**src/sv/assert_macros.svh**
```systemverilog
// assertion macros shared by the rtl files of the rational reduce block
// no dependencies
`ifndef ASSERT_MACROS_SVH
`define ASSERT_MACROS_SVH
// property must hold at every edge outside reset
`define ASSERT_ALWAYS(label, clk, rst, prop) \
   label: assert property (@(posedge clk) disable iff (rst) (prop)) else $error("%m failed");
// antecedent implies consequent in the same cycle
`define ASSERT_IMPLY(label, clk, rst, ante, cons) \
   label: assert property (@(posedge clk) disable iff (rst) (ante) |-> (cons)) else $error("%m failed");
// antecedent implies consequent in the next cycle
`define ASSERT_NEXT(label, clk, rst, ante, cons) \
   label: assert property (@(posedge clk) disable iff (rst) (ante) |=> (cons)) else $error("%m failed");
`endif

```
**src/sv/rar_pkg.sv**
```systemverilog
// package for the rational reduce block: widths, opcodes, status codes, the shared work struct
// no dependencies
`default_nettype none
package rar_pkg;
   localparam int OperandWidthDefault = 16;
   localparam int CmdWidth = 2;
   localparam int NumWidth = 32;
   localparam int DenWidth = 31;
   localparam int StatusWidth = 2;
   // wide enough for the exact products of two 31 bit magnitudes
   localparam int WideWidth = 64;
   localparam int QueueDepth = 2;

   typedef enum logic [CmdWidth-1:0] {
      CMD_ADD = 2'd0,
      CMD_SUB = 2'd1,
      CMD_MUL = 2'd2,
      CMD_DIV = 2'd3
   } cmd_type;

   typedef enum logic [StatusWidth-1:0] {
      ST_OK       = 2'd0,
      ST_ZERO_DEN = 2'd1,
      ST_OVERFLOW = 2'd2
   } status_type;

   // classified item passed from front to back
   typedef struct packed {
      logic            err;
      cmd_type         cmd;
      logic            neg_a;
      logic            neg_b;
      logic [30:0]     mag_na;
      logic [30:0]     mag_da;
      logic [30:0]     mag_nb;
      logic [30:0]     mag_db;
   } work_type;
endpackage
`default_nettype wire

```
**src/sv/rar_front.sv**
```systemverilog
// front: queues items, sign-normalizes operands and flags zero denominators and a zero divisor for divide
// depends on rar_pkg
`default_nettype none
module rar_front #(
   parameter int OPERAND_WIDTH = rar_pkg::OperandWidthDefault
) (
   input  wire logic                     clock,
   input  wire logic                     reset,
   input  wire logic                     push,
   output logic                          full,
   input  wire logic [1:0]               command,
   input  wire logic [OPERAND_WIDTH-1:0] num_a,
   input  wire logic [OPERAND_WIDTH-1:0] den_a,
   input  wire logic [OPERAND_WIDTH-1:0] num_b,
   input  wire logic [OPERAND_WIDTH-1:0] den_b,
   output logic                          q_valid,
   output rar_pkg::work_type             q_data,
   input  wire logic                     q_take
);
   localparam int Depth = rar_pkg::QueueDepth;
   localparam int PtrWidth = $clog2(Depth);

   rar_pkg::work_type mem_ff [Depth];
   logic [PtrWidth-1:0] wr_ptr_ff, wr_ptr_in, rd_ptr_ff, rd_ptr_in;
   logic [PtrWidth:0]   count_ff, count_in;
   logic                wr_en;
   rar_pkg::work_type   item;

   function automatic logic [30:0] mag_of(input logic [OPERAND_WIDTH-1:0] v, input logic flip);
      logic signed [31:0] s;
      begin
         s = 32'(signed'(v));
         if (flip) s = -s;
         mag_of = (s < 0) ? 31'(-s) : 31'(s);
      end
   endfunction

   always_comb begin
      logic sa, sb, za, zb, znb;
      sa  = den_a[OPERAND_WIDTH-1];
      sb  = den_b[OPERAND_WIDTH-1];
      za  = (den_a == '0);
      zb  = (den_b == '0);
      znb = (num_b == '0);
      item.cmd    = rar_pkg::cmd_type'(command);
      item.err    = za || zb || (item.cmd == rar_pkg::CMD_DIV && znb);
      // sign of each fraction after making its denominator positive
      item.neg_a  = (num_a[OPERAND_WIDTH-1] ^ sa) && (num_a != '0);
      item.neg_b  = (num_b[OPERAND_WIDTH-1] ^ sb) && (num_b != '0);
      item.mag_na = mag_of(num_a, 1'b0);
      item.mag_da = mag_of(den_a, 1'b0);
      item.mag_nb = mag_of(num_b, 1'b0);
      item.mag_db = mag_of(den_b, 1'b0);
   end

   assign full    = (count_ff == (PtrWidth+1)'(Depth));
   assign q_valid = (count_ff != '0);
   assign q_data  = mem_ff[rd_ptr_ff];
   assign wr_en   = push && !full;

   always_comb begin
      wr_ptr_in = wr_ptr_ff;
      rd_ptr_in = rd_ptr_ff;
      count_in  = count_ff;
      if (wr_en) wr_ptr_in = (wr_ptr_ff == PtrWidth'(Depth-1)) ? '0 : wr_ptr_ff + 1'b1;
      if (q_take && q_valid) rd_ptr_in = (rd_ptr_ff == PtrWidth'(Depth-1)) ? '0 : rd_ptr_ff + 1'b1;
      count_in = count_ff + (PtrWidth+1)'(wr_en) - (PtrWidth+1)'(q_take && q_valid);
   end

   always_ff @(posedge clock) begin
      if (reset) begin
         wr_ptr_ff <= '0;
         rd_ptr_ff <= '0;
         count_ff  <= '0;
      end else begin
         wr_ptr_ff <= wr_ptr_in;
         rd_ptr_ff <= rd_ptr_in;
         count_ff  <= count_in;
      end
   end

   always_ff @(posedge clock) begin
      if (wr_en) mem_ff[wr_ptr_ff] <= item;
   end

   `include "assert_macros.svh"
   `ASSERT_ALWAYS(a_count_range, clock, reset, count_ff <= (PtrWidth+1)'(Depth))
   `ASSERT_IMPLY(a_no_take_empty, clock, reset, q_take, q_valid)
   `ASSERT_NEXT(a_push_counts, clock, reset, wr_en && !(q_take && q_valid), count_ff == $past(count_ff) + 1'b1)
endmodule
`default_nettype wire

```
**config.mk**
```make
export PLATFORM = sky130hd
export DESIGN_NAME = rar_front
export DESIGN_NICKNAME = d
export VERILOG_FILES = /design/src/sv/rar_pkg.sv /design/src/sv/rar_front.sv
export VERILOG_INCLUDE_DIRS = /design/src /design/src/sv
export SDC_FILE = /design/constraint.sdc
export NUM_CORES = 1
export LEC_CHECK = 0
export ABC_CLOCK_PERIOD_IN_PS = 10200
export BUFFER_PORTS_ARGS = -buffer_cell sky130_fd_sc_hd__buf_2
export CAP_MARGIN = 15
export CORE_MARGIN = 2
export CORE_UTILIZATION = 61
export DETAILED_ROUTE_END_ITERATION = 12
export PLACE_DENSITY = 0.9
export SLEW_MARGIN = 10
export SYNTH_ARGS = -nofsm -noshare
export SYNTH_HDL_FRONTEND = slang
export SYNTH_SLANG_ARGS = --single-unit
```
**constraint.sdc**
```tcl
create_clock -name clock -period 10.2 [get_ports clock]
set_input_delay 0 -clock clock [delete_from_list [all_inputs] [get_ports clock]]
set_output_delay 0 -clock clock [all_outputs]
set_load 0.005 [all_outputs]
```
# After elaboration in Yosys (flattened, before gate mapping)
# Memories as Yosys holds them, arrays and structs flattened. A register that Yosys moved wholly into a read port is not among the register bits.
# Cells that the tools add are included.
[classes] n_reduce_logical=14 n_lt_le_gt_ge=4 mux=10 n_bitwise=2 n_addsub=8 eq_ne=2
[ops] op="two-way mux 31 bit" count=4
[ops] op="negation 16 -> 31 bit" count=4
[ops] op="less-than comparator 16 x 1 -> 1 bit (second input constant)" count=4
[ops] op="zero test 16 bit" count=3
[ops] op="nonzero test 16 bit" count=2
[ops] op="two-way mux 1 bit" count=6
[ops] op="logical AND 1 bit" count=5
[ops] op="equality test 2 bit (second input constant)" count=2
[ops] op="adder 1 bit (second input constant)" count=2
[ops] op="adder 2 x 1 -> 2 bit" count=1
[ops] op="logical OR 1 bit" count=2
[ops] op="nonzero test 2 bit" count=1
[ops] op="subtractor 2 x 1 -> 2 bit" count=1
[ops] op="XOR 1 bit" count=2
[ops] op="zero test 1 bit" count=1
[totals] mem_count=1 word_cells=44 reg_bits=4 ramBits=258 inputBits=70 output_inout_bits=131
[mem_list] memory="mem_ff" depth=2 width=129 rd=1 rd_clocked_by_memory_dff=1 wr=1 line="rar_front.sv:23" source="rar_pkg::work_type mem_ff [Depth];"

# Logic depth before layout (Yosys ltp)
[depth] word_depth=5 ltp_mapped=8 mapped_depth_nobuf=8

# Worst setup path after synthesis
# Ideal clock, no wire load.
[synth_timing] kind="register to register" start="register count_ff[0]" end="memory mem_ff[0][0] (netlist name), enable pin" setup_ps=619 arrival_time_ps=5914 setup_slack_ps=3667 path_stages_with_launch=4 period_less_slack_ps=6533 cell_sequence="dfxtp_1 > nand2b_1 > nand2_1 > nor2_1"
[synth_via] elab_chain_len=5
[synth_lines] element="from (decl)" line="rar_front.sv:25" source="logic [PtrWidth:0] count_ff, count_in;"
[synth_lines] element="from (signal assigned)" line="rar_front.sv:78" source="count_ff <= count_in;"
[synth_lines] element="equality test 2 bit" line="rar_front.sv:56" source="assign full = (count_ff == (PtrWidth+1)'(Depth));"
[synth_lines] element="zero test 1 bit" line="rar_front.sv:59" source="assign wr_en = push && !full;"
[synth_lines] element="logical AND 1 bit" line="rar_front.sv:59"
[synth_lines] element="two-way mux 1 bit" line="rar_front.sv:83" source="if (wr_en) mem_ff[wr_ptr_ff] <= item;"
[synth_lines] element="two-way mux 1 bit (implied by the code)" line="rar_front.sv:83"
[synth_lines] element="to (decl)" line="rar_front.sv:23"
# Every way passes these cells.

==> results.ini <==
[timing]
rsz0062_at_grt = false
setup_viol = 0
clock-skew-final_ps = 18.8
hold_viol_final = 0
drv_slew = 0
post-route-min-period_ps = 2900
fmax_ghz = 0.345
setup-tns-final_ps = 0
max_slew_margin = 0.356
tightest_slew_ps = 967
finalCritPeriodShare = 0.285

[setup_path]
cp_cell_sequence = buf_4 -> mux2_2 -> buf_2
max_stage_delay_ps = 850
path_class = reg2out
critPathBufInv = 2
crit_family = buffers and inverters
worst_ep_required_time_ps = 10200
worstPathArrival_ps = 2900
cp_slowest_cell = buf_4
cp-end-kind = output port
cp-start-kind = flop
worst-path-max-fanout = 73

[finish]
final_cell_mix = edfxtp_1, buf_2, mux2_2
layout_commonest_cell = edfxtp_1
nets = 1099
fillerInstances = 888
drive_gt1_frac = 0.364
antenna_cells = 0
syn2layout_area_growth_pct = 30.8

[routing]
drt.antenna.violating_nets = 0
first_pass_iters = 4
via_count = 6702
viasPerCell = 5.29
drt_iter0_drc = 383
drc = 0
wl_um = 23500
wl_per_cell_um = 18.6

[grt]
overflow = 0
antenna_found_initial = 0
met2_usage = 0.452
gr-usage-all-layers = 0.249
use_met3 = 0.0507
grt_pass1_vias = 6956
grt_max_degree = 74
grt_pass1_wl_um = 35600
met1_usage = 0.294
grt.busiest_layer = met2

[floorplan]
fp.dieW_um = 137
num_rows = 48
start_util = 0.623
core_area_um2 = 17300
die_h_um = 137
die-area_um2 = 18800
ios = 201

[synthesis]
synth_top_area_share = 0.718
syn-cell-area_um2 = 10800
synth_top_cell_by_area = edfxtp_1
postSynthAreaPerCell_um2 = 17.6
ys_ff_latch = 263
synthCells = 611
ys_seq_area_frac = 0.728
synth_area_leaders = edfxtp_1, mux2_2, xnor2_1
synth_cell_types = 38
synthFlopType = edfxtp_1
synth_edf_count = 258
async_flop_share = 0
yosysWarningCount = 0

[placed_design]
placement.io_buffers = 200
place_hpwl_um = 13000
place.gp.congestion = 0.768

[power_and_ir_drop]
leakagePower_nw = 5.33
ir_drop_uv = 142
p_per_area_nw_per_um2 = 217
p_total_w = 0.00306

[flow_run]
maxCapViolations = 0

[clock_network]
cts.sinks = 263
cts_max_path_buffers = 3
cts_max_level = 1
cts_made_buffers = 26
post-cts-setup-buffers = 0
clkLatencyLatePin_ps = 520
cts_tree = done
clkTransAtPathRegs_ps = 60
cts_root_buffer = clkbuf_16

[run_status]
status = finished clean

[hold_path]
hp-class = in2reg

worst min-delay path, delay by kind of cell:
kind	cells	cell delay (ps)
XOR/XNOR	1	130
AND/OR/NAND/NOR	1	100
buffers and inverters	1	190
cell usage after synthesis, types with 4 or more instances:
cell and number:
o31ai_1 14, nor3_1 5, or4_1 5, mux2_2 130, o21ai_0 20, ha_1 6
xnor2_1 54, inv_1 11, edfxtp_1 258, o41ai_1 6, or3_1 4, dfxtp_1 5
nor2_1 11, clkbuf_1 20, nand2b_1 7, nand2_1 22
layout make-up:
type                       count  area (um2)  share of cell area
sequential                   263        7850               0.557
multi-input combinational    435        3280               0.232
timing repair buffer         286        1850               0.131
clock buffer                  37         713              0.0506
tap                          225         282              0.0200
clock inverter                 9        91.3             0.00648
inverter                      11        41.3             0.00293
through the flow:
| stage | utilization | worst slack (ps) | area, um2 | hold slack [ps] | std cells |
|---|---|---|---|---|---|
| final | 0.816 | 7300 | 14100 | 44.8 | 1266 |
| after global routing | 0.816 | 7140 | 14100 | 46.8 | 1266 |
| after CTS | 0.816 | 7310 | 14100 | 3.02 | 1266 |
| after detailed placement | 0.722 | 7520 | 12500 | 208 | 1138 |
| after global placement | 0.722 | 7560 | 12500 | 202 | 1138 |
| after floorplan | - | 3670 | 11200 | 71.6 | 730 |
per-layer routing:
layer | vias to the layer above | share of wire
li1 | 3071 | -
met1 | 3279 | 0.36
met2 | 286 | 0.53
met3 | 66 | 0.077
met4 | 0 | 0.035
met5 | - | 0
report_power, final:
group          switching, W  leakage [nW]  internal (W)
clock network      0.000375         0.385      0.000534
registers         0.0000670          2.46       0.00139
logic              0.000349          2.49      0.000347
total              0.000791          5.33       0.00227
sequential cells by signal, indices dropped and copies added, names as in the netlist, named ones only:
register   count
count_ff       2
mem_ff       258
rd_ptr_ff      1
wr_ptr_ff      1
what timing repair did:
action	in CTS	in global routing
resized for setup	0	0
hold buffers	82	0
endpoints found under the hold margin	139	0
logic make-up after synthesis:
kind of cell               synth area share
DFF                                   0.728
muxes                                 0.136
and+or+nand+nor                      0.0430
xor gates and xnor gates             0.0455
AOI/OAI and AO/OA                    0.0296
buffers and inverters                0.0111
adders and majority gates           0.00696
other                              0.000348
path summary, 6_finish.rpt:
kind	depth (start not counted)	to	startpoint	slack, ps
hold reg to reg	2	count_ff[1]	count_ff[1]	550
hold / removal	3	mem_ff[0][98]	num_a[15]	40
setup / recovery	3	q_data[84]	flop	7300
setup reg to reg	5	mem_ff[0][100]	count_ff[0]	7510
Note: power is estimated with default switching activity, not from simulation.
